## src/kfl_pkg.sv

```systemverilog
`timescale 1ns / 1ps
// Shared types, widths and helpers for the keyframe translation sampler.
// No dependencies; every other source file refers to this package.
package kfl_pkg;

    localparam int MAX_KEYS_DEF = 64;
    localparam int POS_W        = 17;
    localparam int COORD_W      = 32;
    localparam int PHASE_W      = 24;
    localparam int KIDX_W       = 6;
    localparam int KCNT_W       = 7;
    localparam int NUM_W        = POS_W + 1;
    localparam int DIFF_W       = COORD_W + 1;
    localparam int PROD_W       = DIFF_W + NUM_W;
    localparam int DVD_W        = PROD_W - 1;
    localparam int DVS_W        = POS_W;
    localparam int RES_W        = DVD_W + 3;

    localparam logic [POS_W-1:0] UNIT_POS = 17'h10000;

    localparam logic ACT_LOAD   = 1'b0;
    localparam logic ACT_SAMPLE = 1'b1;

    typedef struct packed {
        logic [POS_W-1:0]          pos;
        logic signed [COORD_W-1:0] x;
        logic signed [COORD_W-1:0] y;
        logic signed [COORD_W-1:0] z;
    } key_ent_t;

    typedef struct packed {
        logic             start;
        logic [DVD_W-1:0] dividend;
        logic [DVS_W-1:0] divisor;
    } div_req_t;

    typedef enum logic [8:0] {
        ST_IDLE = 9'b000000001,
        ST_CUR  = 9'b000000010,
        ST_NXT  = 9'b000000100,
        ST_RDC  = 9'b000001000,
        ST_RD0  = 9'b000010000,
        ST_MUL  = 9'b000100000,
        ST_PREP = 9'b001000000,
        ST_DIV  = 9'b010000000,
        ST_FIN  = 9'b100000000
    } seq_state_t;

    function automatic logic signed [COORD_W-1:0] axis_of(input key_ent_t e, input int a);
        logic signed [COORD_W-1:0] v;
        if (a == 0)
        begin
            v = e.x;
        end
        else if (a == 1)
        begin
            v = e.y;
        end
        else
        begin
            v = e.z;
        end
        return v;
    endfunction

    function automatic logic [COORD_W-1:0] sat32(input logic signed [RES_W-1:0] v);
        logic [COORD_W-1:0] r;
        if (v > $signed(RES_W'(32'h7fffffff)))
        begin
            r = 32'h7fffffff;
        end
        else if (v < -$signed(RES_W'(33'h080000000)))
        begin
            r = 32'h80000000;
        end
        else
        begin
            r = v[COORD_W-1:0];
        end
        return r;
    endfunction

endpackage

```

## src/kfl_divider.sv

```systemverilog
`timescale 1ns / 1ps
// Restoring divider producing one quotient bit per cycle.
// Depends on kfl_pkg for widths and the request struct.
module kfl_divider (
    input  logic                         clk,
    input  logic                         rst_n,
    input  kfl_pkg::div_req_t            req,
    output logic                         busy,
    output logic [kfl_pkg::DVD_W-1:0]    quotient
);

    localparam int CW = $clog2(kfl_pkg::DVD_W + 1);

    logic [kfl_pkg::DVS_W-1:0] rem_reg, rem_next;
    logic [kfl_pkg::DVD_W-1:0] quo_reg, quo_next;
    logic [kfl_pkg::DVS_W-1:0] dvs_reg, dvs_next;
    logic [CW-1:0]             cnt_reg, cnt_next;
    logic                      busy_reg, busy_next;

    always_comb
    begin
        logic [kfl_pkg::DVS_W:0]   rem_sh;
        logic [kfl_pkg::DVS_W+1:0] diff;
        rem_next  = rem_reg;
        quo_next  = quo_reg;
        dvs_next  = dvs_reg;
        cnt_next  = cnt_reg;
        busy_next = busy_reg;
        rem_sh    = {rem_reg, quo_reg[kfl_pkg::DVD_W-1]};
        diff      = {1'b0, rem_sh} - {2'b00, dvs_reg};
        if (req.start)
        begin
            rem_next  = '0;
            quo_next  = req.dividend;
            dvs_next  = req.divisor;
            cnt_next  = CW'(kfl_pkg::DVD_W);
            busy_next = 1'b1;
        end
        else if (busy_reg)
        begin
            if (!diff[kfl_pkg::DVS_W+1])
            begin
                rem_next = diff[kfl_pkg::DVS_W-1:0];
                quo_next = {quo_reg[kfl_pkg::DVD_W-2:0], 1'b1};
            end
            else
            begin
                rem_next = rem_sh[kfl_pkg::DVS_W-1:0];
                quo_next = {quo_reg[kfl_pkg::DVD_W-2:0], 1'b0};
            end
            cnt_next = cnt_reg - CW'(1);
            if (cnt_reg == CW'(1))
            begin
                busy_next = 1'b0;
            end
        end
    end

    always_ff @(posedge clk or negedge rst_n)
    begin
        if (!rst_n)
        begin
            busy_reg <= 1'b0;
            cnt_reg  <= '0;
        end
        else
        begin
            busy_reg <= busy_next;
            cnt_reg  <= cnt_next;
        end
    end

    always_ff @(posedge clk)
    begin
        rem_reg <= rem_next;
        quo_reg <= quo_next;
        dvs_reg <= dvs_next;
    end

    assign busy     = busy_reg;
    assign quotient = quo_reg;

endmodule

```

## config.mk

```make
export PLATFORM = sky130hd
export DESIGN_NAME = kfl_divider
export DESIGN_NICKNAME = d
export VERILOG_FILES = /design/src/kfl_pkg.sv /design/src/kfl_divider.sv
export SDC_FILE = /design/constraint.sdc
export NUM_CORES = 1
export LEC_CHECK = 0
export ABC_AREA = 1
export BUFFER_PORTS_ARGS = -buffer_cell sky130_fd_sc_hd__buf_2
export CAP_MARGIN = 20
export CORE_UTILIZATION = 49
export CTS_CLUSTER_SIZE = 16
export DETAILED_ROUTE_END_ITERATION = 12
export GPL_TIMING_DRIVEN = 1
export PLACE_DENSITY = 0.77
export SLEW_MARGIN = 20
export SYNTH_ARGS = -nofsm -noshare
export SYNTH_HDL_FRONTEND = slang
export SYNTH_SLANG_ARGS = --single-unit
```

## constraint.sdc

```tcl
create_clock -name clk -period 2.1 [get_ports clk]
set_input_delay 0.105 -clock clk [delete_from_list [all_inputs] [get_ports clk]]
set_output_delay 0.105 -clock clk [all_outputs]
set_load 0.01 [all_outputs]
```

# Yosys cells after proc, flatten, opt, wreduce, memory -nomap -nowiden
# Index checks and enable logic that the tools add are counted.
# word_totals
regBits	91
inputBits	70
out_inout_bits	51
elab_cells	18
# op_classes
addsub	2
n_eq_ne	1
n_mux	9
n_reduce_logical	1
# op_table
op	n
2-to-1 mux 50 bit	2
subtractor 18 x 17 -> 19 bit	1
2-to-1 mux 17 bit	1
2-to-1 mux 6 bit	2
equality test 6 x 1 -> 1 bit, second input constant	1
subtractor 6 x 1 -> 6 bit, second input constant	1
2-to-1 mux 1 bit	4
nonzero test 2 bit	1

# Longest topological paths before layout
# Gate-level depths: netlist of run 1.
# depth
depth_word	4
depth_mapped	15
depth_no_buf	14

# Least setup slack after synthesis of run 1
# Ideal clock, no wire load.
# synth_path
path_type	reg2reg
start	reg busy_reg, in the netlist busy
end	reg quo_reg, in the netlist quotient[0] (enable)
setup_time_ns	0.408
arrival_ns	1.618
required_ns	1.692
setup_slack_ns	0.074
stages_incl_launch_ff	3
n_path_buf	0
synth_period_minus_slack_ns	2.026
cell_sequence	dfrtp_1 > nor2_1 > inv_1
# synth_via
elab_chain_cells	1
# synth_rtl
element	line_no	source
start, declared	kfl_divider.sv:18	logic busy_reg, busy_next;
start signal, assigned	kfl_divider.sv:68	busy_reg <= busy_next;
nonzero test 2 bit (no line)	-	
end signal, assigned	kfl_divider.sv:76	quo_reg <= quo_next;
end, declared	kfl_divider.sv:15	logic [kfl_pkg::DVD_W-1:0] quo_reg, quo_next;
# No other way between the ends.
# A chain may end at the register's enable or synchronous reset.

# Worst setup path in the final report of run 1
# layout_path
start	reg quo_reg, in the netlist quotient[49]
end	reg rem_reg[15] in the netlist's numbering
# layout_via
elab_chain_cells	2
# layout_rtl
element	line_no	source
subtractor 18 x 17 -> 19 bit	kfl_divider.sv:30	diff = {1'b0, rem_sh} - {2'b00, dvs_reg};
2-to-1 mux 17 bit	kfl_divider.sv:41	if (!diff[kfl_pkg::DVS_W+1])
end signal, assigned	kfl_divider.sv:75	rem_reg <= rem_next;
end, declared	kfl_divider.sv:14	logic [kfl_pkg::DVS_W-1:0] rem_reg, rem_next;
# No other way between the ends.

==> impl_metrics.toml, run 1 <==
[clock_tree]
clk_pin_slew_ns = 0.09
clock_sinks = 91
cts_max_path_buffers = 2
insertion_delay_ns = 0.35
cts_tree = "yes"
cts_made_buffers = 9
clockRootBuffer = "clkbuf_8"
htreeDepth = 3

[yosys]
yosysWarnings = 0
syn_area_per_cell_um2 = 8.15
synth_top_area_share_pct = 40.5
yosysUniqueCellTypes = 32
synth.yosys.seq_area_share_pct = 50.9
synth_nets = 699
synth_top_area_cell = "edfxtp_1"
yosys-top-cells-area = "edfxtp_1 41%, nand2_1 21%, dfxtp_1 6.9%, inv_1 5.6%, ha_1 4.8%"
ys_ff_latch = 91
syn_inst = 609
syn-cell-area_um2 = 4960

[routing]
drt-wirelength-per-cell_um = 13.1
viasPerCell = 5.01
drc_errors = 0
ant_nets = 0
drt_iter0_markers = 294
via_count = 4475
finalWirelength_um = 11700
first_pass_iters = 5

[floorplanning]
io_pins = 121
rows = 36
core_um2 = 9770
dieArea_um2 = 10500
initial_core_util_pct = 50.8
dieHeight_um = 103
fp.dieW_um = 103

[setup_path]
cp.arrival_ns = 2.26
crit_top_cell = "nand2_1"
cp_max_fo = 19
path_cells = "inv_1 > ha_1 > inv_2 > fa_2 > nand3_2 > nand3_2 > nand2_2 > buf_12 > nand3_1 > nand2_1 > inv_1 > nand2_1 > nand2_1"
max_stage_delay_ns = 0.40
startpoint_type = "register"
r2r_slack_ns = 0.08
cp-end-kind = "register"
critical_path_required_ns = 2.34
crit_slowest_cell = "edfxtp_1"
critPathKind = "reg -> reg"

[layout]
antenna_cells = 0
area_growth_pct = 23.7
drive_above_1_share_pct = 22.6
finalNetCount = 846
largest_reg_flops = 50

[place]
place.gp.congestion = 0.901
port_buffers = 120
dpl.hpwl_um = 8480

[grt]
grt_pass1_wl_um = 18600
grt_pass1_vias = 4072
grt_max_degree = 49
grtUsageTotal_pct = 22.9
antenna_found_initial = 0
overflow = 0

[sta]
slew_headroom_pct = 65.9
clock_skew_ns = 0.00913
final-hold-violation-count = 0
finalCritPeriodShare_pct = 96.2
slew_violations = 0
setup_viol = 0
max_freq_mhz = 495
holdWs_ns = 0.0205
fin_tns_setup_ns = 0
worstMarginPinSlew_ns = 0.507
min_period_ns = 2.02

[job]
drv_cap = 0

[power_and_ir_drop]
ir_worst_vdd_uv = 541
power_density_nw_per_um2 = 948
p_leak_uw = 0.00324

[run_status]
outcome = "finished, final reports clean"

[hold_path]
min_path_type = "in -> reg"
-- cell usage in the layout, fill, tap and decap left out, types with 2 or more instances in the layout --
cell type,synthesis,routed
inv_1,74,72
xnor2_1,6,6
o21ai_0,12,12
edfxtp_1,67,67
a21oi_1,15,15
clkbuf_8,0,9
nand3_2,4,5
nand2_2,5,6
dlygate4sd3_1,0,18
nand3b_1,6,6
nand4_1,5,5
and2_1,4,4
nand3_1,45,44
nand2_1,272,270
clkinv_2,0,2
nor2_1,16,16
o21ai_1,2,2
buf_4,0,13
dfrtp_1,7,7
ha_1,19,19
inv_2,1,3
dfxtp_1,17,17
a31oi_1,2,2
nor4_1,2,2
buf_2,0,120
clkbuf_1,12,2
-- path summary, 6_finish.rpt --
| kind | start | endpoint | depth (start not counted) |
|---|---|---|---|
| worst max register to register | quotient[49] | rem_reg[15] | 13 |
| min in group asynchronous | rst_n | cnt_reg[0] | 2 |
| worst min-delay path | req[63] | quotient[46] | 3 |
| worst max-delay path | quotient[49] | rem_reg[15] | 13 |
| worst min register to register | rem_reg[13] | rem_reg[13] | 2 |
| max in group asynchronous | rst_n | busy | 2 |
-- logic make-up (layout without fill, tap and decap cells) --
| group | count (synthesis) | count (layout) | synth area share, % |
|---|---|---|---|
| adders and majority gates | 20 | 20 | 5.19 |
| DFF | 91 | 91 | 50.9 |
| and+or+nand+nor | 364 | 364 | 31.0 |
| AOI/OAI and AO/OA | 34 | 34 | 3.68 |
| buffers and inverters | 93 | 245 | 8.02 |
| xor gates and xnor gates | 7 | 7 | 1.24 |
-- critical path, delay by kind of cell, from the launching register on --
kind / cells / cell delay (ns)
adders and majority gates: 2 / 0.56
and+or+nand+nor: 7 / 0.59
DFF: 1 / 0.40
buffers and inverters: 4 / 0.38
-- where the power goes --
group / total (uW) / internal, uW / switching, uW
Combinational: 2400 / 995 / 1400
Sequential: 2390 / 2200 / 188
Clock: 1030 / 426 / 604
Total: 5820 / 3620 / 2190
-- cell usage after synthesis, drive strengths merged --
| cell | instances |
|---|---|
| a22oi | 1 |
| a21oi | 17 |
| nand4 | 5 |
| and2 | 4 |
| buf | 6 |
| o21ai | 14 |
| or2 | 1 |
| clkbuf | 12 |
| nor4 | 2 |
| edfxtp | 67 |
| xnor2 | 6 |
| nor3 | 1 |
| a31oi | 2 |
| nor2 | 18 |
| fa | 1 |
| dfrtp | 7 |
| inv | 75 |
| xor2 | 1 |
| nand3 | 49 |
| ha | 19 |
| dfxtp | 17 |
| nand2 | 277 |
| nand3b | 7 |
-- repair_timing --
| action | CTS | global route |
|---|---|---|
| buffers inserted | 0 | 5 |
| hold buffers | 18 | 0 |
| endpoints found under the hold margin | 24 | 0 |
| setup endpoints to repair | 0 | 17 |
| gates resized for setup | 0 | 9 |
-- area by class of cell --
type                            instances  area [um2]
Clock buffer                           11         131
Clock inverter                          5        30.0
Fill cell                             824        3640
Inverter                               75         282
Multi-Input combinational cell        425        2060
Sequential cell                        91        2530
Tap cell                              133         166
Timing Repair Buffer                  154         938
-- stage by stage --
stage | setup slack [ns] | instance area (um2) | power (uW) | cells | util [%]
floorplan | 0.0739 | 4960 | 4010 | 609 | -
global placement | 0.115 | 5700 | 4490 | 854 | 58.3
detailed placement | 0.0388 | 5700 | 4560 | 854 | 58.3
CTS | 0.0252 | 6040 | 5620 | 888 | 61.8
global route | -0.0314 | 6140 | 6210 | 894 | 62.8
finish | 0.0789 | 6140 | 5820 | 894 | 62.8
-- routing by layer --
| layer | share of wire [%] | vias up | track usage, % |
|---|---|---|---|
| li1 | - | 2240 | - |
| met1 | 44 | 2033 | 30.9 |
| met2 | 46 | 182 | 36.2 |
| met3 | 7.2 | 20 | 4.81 |
| met4 | 2.3 | 0 | 9.23 |
| met5 | 0 | - | 0 |
Note: power is estimated with default switching activity, not from simulation.
==> inputs of run 2 (changes only) <==
Settings changed: PLACE_DENSITY 0.77 to not set, PLACE_DENSITY_LB_ADDON set to 0.12.
==> run 2 against run 1 <==
  * Non-clock buffer count up 18
  * Worst hold slack lost 0.0028 ns
  * Sequential power hardly changed
  * Power increased by 0.85%
  * Sequential share of layout area shrank 1.6 points
  * Die area is the same
  * Maximum frequency is 2.5% higher
  * Routed wire length is 0.48% lower
  * First-iteration DRC count fell by 48%
  * Clock power increased by 13%
  * Global-route usage rose by 0.39 points
  * Largest cell class unchanged
  * Largest power group is now sequential cells
  * Highest routed layer unchanged
==> impl_metrics.toml, run 2 (same netlist as run 1, synthesis figures left out) <==
[run_status]
outcome = "finished, final reports clean"

[setup_path]
critical_path_required_ns = 2.36
crit_slowest_cell = "ha_1"
cp-end-kind = "register"
cp.arrival_ns = 2.24
r2r_slack_ns = 0.13
startpoint_type = "register"
critPathKind = "reg -> reg"
crit_family = "simple AND/OR/NAND/NOR gates"
r2r_end = "rem_reg[13]"
max_stage_delay_ns = 0.39
rr_worst_depth = 10
cp_max_fo = 16
timing.rr.start = "dvs_reg[14]"
path_cells = "inv_1 > ha_1 > nand2_2 > nor3_2 > and2_1 > nand2_4 > nand2_4 > nand3_1 > nand2_1 > nand2_1"
critPathBufInv = 1

[floorplanning]
rows = 36
fp.dieW_um = 103
initial_core_util_pct = 50.8
io_pins = 121
core_um2 = 9770
dieArea_um2 = 10500
dieHeight_um = 103

[sta]
clock_skew_ns = 0.0104
final-hold-violation-count = 0
setup_viol = 0
worstMarginPinSlew_ns = 0.717
slew_headroom_pct = 52.1
fin_ws_ns = 0.127
slew_violations = 0
finalCritPeriodShare_pct = 93.9
min_period_ns = 1.97
max_freq_mhz = 507

[routing]
wl_met3_um = 679
drt_iter0_markers = 153
first_pass_iters = 5
drt-wirelength-per-cell_um = 12.8
viasPerCell = 4.85
wl_met1_um = 5340
top_layer = "met4"
finalWirelength_um = 11700
ant_nets = 0
wl_met2_um = 5570
via_count = 4423
drc_errors = 0

[grt]
grt_pass1_vias = 4141
antenna_found_initial = 0
overflow = 0
grt_pass1_wl_um = 18900
grtUsageTotal_pct = 23.3
grt_max_degree = 45

[layout]
drive_above_1_share_pct = 22.2
mostFrequentLayoutCells = "271 x nand2_1, 120 x buf_2, 71 x inv_1"
area_growth_pct = 28.6
layout_commonest_cell = "nand2_1"
antenna_cells = 0
stdcell_count = 912
largest_reg_flops = 50
finalNetCount = 864

[power_and_ir_drop]
p_leak_uw = 0.00335
power_density_nw_per_um2 = 919
report.power.total_uw = 5870
ir_worst_vdd_uv = 398

[job]
drv_cap = 0

[clock_tree]
cts_tree = "yes"
htreeDepth = 3
clockRootBuffer = "clkbuf_8"
insertion_delay_ns = 0.36
clk_pin_slew_ns = 0.09
clock_sinks = 91
cts_made_buffers = 9
cts_max_path_buffers = 2

[place]
place_ws_ns = 0.0183
dpl.hpwl_um = 8350
place_inst = 853
place.gp.congestion = 0.971
port_buffers = 120

[hold_path]
min_path_cells = 3
holdPathEnd = "quotient[32]"
min_path_type = "in -> reg"
hold_path_startpoint = "req[49]"
## run 2: changes by cell type in the layout (fill, tap and decap cells not counted), sizes merged
| cell | change |
|---|---|
| dlygate4sd3 | +21 |
| buf | -3 |
| clkbuf | -2 |
| inv | +1 |
| bufinv | +1 |
## run 2: where the power goes
part | switching, uW | total, uW | leakage (uW) | internal [uW]
sequential | 175 | 2380 | 0.000934 | 2200
combinational | 1380 | 2330 | 0.00232 | 949
clock | 616 | 1160 | 0.0000947 | 546
total | 2170 | 5870 | 0.00335 | 3700
## run 2: metal layers
layer | global-route usage (%) | up-vias
met5 | 0 | -
met4 | 9.67 | 0
met3 | 4.00 | 8
met2 | 37.1 | 120
met1 | 31.6 | 2013
li1 | - | 2282
## run 2: stage by stage
| step | util (%) | hold slack (ns) | cell area, um2 | setup TNS (ns) |
|---|---|---|---|---|
| 2_1_floorplan | - | -0.191 | 4960 | 0 |
| 3_3_place_gp | 58.4 | -0.0563 | 5710 | 0 |
| 3_5_place_dp | 58.4 | -0.0515 | 5710 | 0 |
| 4_1_cts | 64.3 | 0.0000580 | 6290 | 0 |
| 5_1_grt | 65.3 | 0.00393 | 6380 | -0.0168 |
| 6_report | 65.3 | 0.0177 | 6380 | 0 |
## run 2: area by class of cell
class | instances | area [um2]
Fill cell | 847 | 3390
Sequential cell | 91 | 2530
Multi-Input combinational cell | 425 | 2090
Timing Repair Buffer | 172 | 1130
Inverter | 75 | 282
Tap cell | 133 | 166
Clock buffer | 9 | 124
Clock inverter | 7 | 67.6
## run 2: timing repair
action,in CTS,in global routing
setup endpoints to repair,0,18
buffers inserted,0,3
hold buffers,39,0
resized for setup,0,11
endpoints found under the hold margin,45,0
## run 2: worst max-delay path by stage
stage / from / to / slack (ns) / cells past startpoint
3_5_place_dp: quotient[49] / rem_reg[14] / 0.02 / 14
2_1_floorplan: busy / quotient[0] / 0.07 / 2
3_3_place_gp: dvs_reg[11] / rem_reg[0] / 0.08 / 11
6_report: dvs_reg[14] / rem_reg[13] / 0.13 / 10
4_1_cts: quotient[49] / rem_reg[14] / 0.01 / 14
5_1_grt: dvs_reg[14] / rem_reg[1] / -0.01 / 10
## run 2: worst min-delay path: stages
cell     delay [ns]
buf_2          0.07
nand2_1        0.04
nand2_1        0.05
==> inputs of run 3 (changes only) <==
Settings changed: CELL_PAD_IN_SITES_DETAIL_PLACEMENT set to 1, CELL_PAD_IN_SITES_GLOBAL_PLACEMENT set to 1, CORE_UTILIZATION 49 to 35, SKIP_CTS_REPAIR_TIMING set to 1.
==> run 3 against run 2 <==
  * Core utilization is 20 points lower
  * Via count decreased by 0.32%
  * Setup slack got worse by 0.0011 ns
  * Routed wire length up 19%
  * Clock skew fell by 0.0013 ns
  * Die area grew 39%
  * Sequential power about the same
  * Clock power grew 48%
  * Flip-flop and latch count is the same
  * Final area fell by 0.51%
==> impl_metrics.toml, run 3 (same netlist as run 1, synthesis figures left out) <==
[layout]
fin_util_pct = 45.8
drive_above_1_share_pct = 23.4
area_growth_pct = 28.0
mostFrequentLayoutCells = "269 x nand2_1, 120 x buf_2, 71 x inv_1"
stdcell_count = 941
largest_reg_flops = 50
antenna_cells = 0
layout_commonest_cell = "nand2_1"
finalNetCount = 846

[setup_path]
max_stage_delay_ns = 0.35
r2r_end = "rem_reg[13]"
critPathKind = "reg -> reg"
critical_path_required_ns = 2.33
crit_family = "simple AND/OR/NAND/NOR gates"
cp_max_fo = 16
rr_worst_depth = 10
crit_slowest_cell = "ha_1"
r2r_slack_ns = 0.13
cp-end-kind = "register"
cp.arrival_ns = 2.21
path_cells = "inv_1 > ha_1 > nand2_2 > nor3_2 > and2_1 > nand2_4 > nand2_4 > nand3_1 > nand2_1 > nand2_1"
timing.rr.start = "dvs_reg[15]"
critPathBufInv = 1
startpoint_type = "register"

[sta]
max_freq_mhz = 507
worstMarginPinSlew_ns = 0.526
slew_headroom_pct = 64.9
final-hold-violation-count = 0
min_period_ns = 1.97
fin_tns_setup_ns = 0
rsz0062_at_grt = "true"
slew_violations = 0
fin_ws_ns = 0.126
finalCritPeriodShare_pct = 94.0
setup_viol = 0
clock_skew_ns = 0.00916

[power_and_ir_drop]
report.power.total_uw = 6500
p_leak_uw = 0.00332
power_density_nw_per_um2 = 1020
ir_worst_vdd_uv = 354

[routing]
first_pass_iters = 4
via_count = 4409
drt_iter0_markers = 181
viasPerCell = 4.69
drt-wirelength-per-cell_um = 14.7
drc_errors = 0
ant_nets = 0
finalWirelength_um = 13900

[grt]
grtUsageTotal_pct = 19.9
overflow = 0
grt_pass1_vias = 4642
grt_max_degree = 49
grt_pass1_wl_um = 22900
antenna_found_initial = 0

[place]
dpl.hpwl_um = 10300
place_inst = 904
place_ws_ns = -0.00574
port_buffers = 120
place.gp.congestion = 0.822

[clock_tree]
insertion_delay_ns = 0.34
cts_tree = "yes"
clockRootBuffer = "clkbuf_16"
clk_pin_slew_ns = 0.06
cts_made_buffers = 9
htreeDepth = 3
cts_max_path_buffers = 2
clock_sinks = 91

[floorplanning]
io_pins = 121
initial_core_util_pct = 35.8
core_um2 = 13900
dieHeight_um = 121
fp.dieW_um = 121
rows = 43
dieArea_um2 = 14700

[job]
drv_cap = 0

[hold_path]
min_path_type = "in -> reg"
hold_path_startpoint = "req[30]"
holdPathEnd = "quotient[13]"
min_path_cells = 3

[run_status]
outcome = "finished, final reports clean"
==> run 3: cell count changes in the layout (fill, tap and decap cells not counted), moves of 2 or more <==
cell,before,now
nand2_2,4,6
buf_4,10,13
ha_1,19,17
clkbuf_16,1,9
buf_6,0,2
ha_2,0,2
dlygate4sd3_1,39,18
clkbuf_1,0,2
clkbuf_8,9,0
nand2_1,271,269
==> run 3: power by group <==
part	total (uW)	switching, uW	internal, uW
clock	1720	675	1040
combinational	2400	1460	934
sequential	2380	179	2210
total	6500	2320	4180
==> run 3: cell type report <==
cell class                      instances  area, um2
Clock buffer                           11        233
Timing Repair Buffer                  154        921
Clock inverter                          5       77.6
Multi-Input combinational cell        425       2090
Sequential cell                        91       2530
Tap cell                              180        225
Fill cell                            1739       7530
Inverter                               75        282
==> run 3: how the worst max path moves through the flow <==
stage                 start           to  slack (ns)  cells past startpoint
6_report        dvs_reg[15]  rem_reg[13]        0.13                     10
5_1_grt          dvs_reg[5]  rem_reg[13]       -0.01                     15
4_1_cts        quotient[49]  rem_reg[14]      -0.004                     14
3_5_place_dp   quotient[49]  rem_reg[14]      -0.006                     14
3_3_place_gp   quotient[49]  rem_reg[16]        0.06                     14
2_1_floorplan          busy  quotient[0]        0.07                      2
==> run 3: worst min-delay path, cell delays in order <==
cell and delay [ns]:
buf_2 0.08, nand2_1 0.04, nand2_1 0.05
==> run 3: per-layer routing <==
layer	part of all wire [%]	global-route usage, %	vias to the layer above
met5	0	0	-
met2	47	33.1	82
met3	3.6	4.04	14
met4	1.3	5.94	0
li1	-	-	2238
met1	48	26.1	2075
==> run 3: through the flow <==
step           hold WS [ns]  instance area (um2)
2_1_floorplan        -0.191                 4960
3_3_place_gp        -0.0537                 5780
3_5_place_dp        -0.0431                 5780
4_1_cts              -0.405                 6090
5_1_grt              0.0364                 6350
6_report             0.0402                 6350
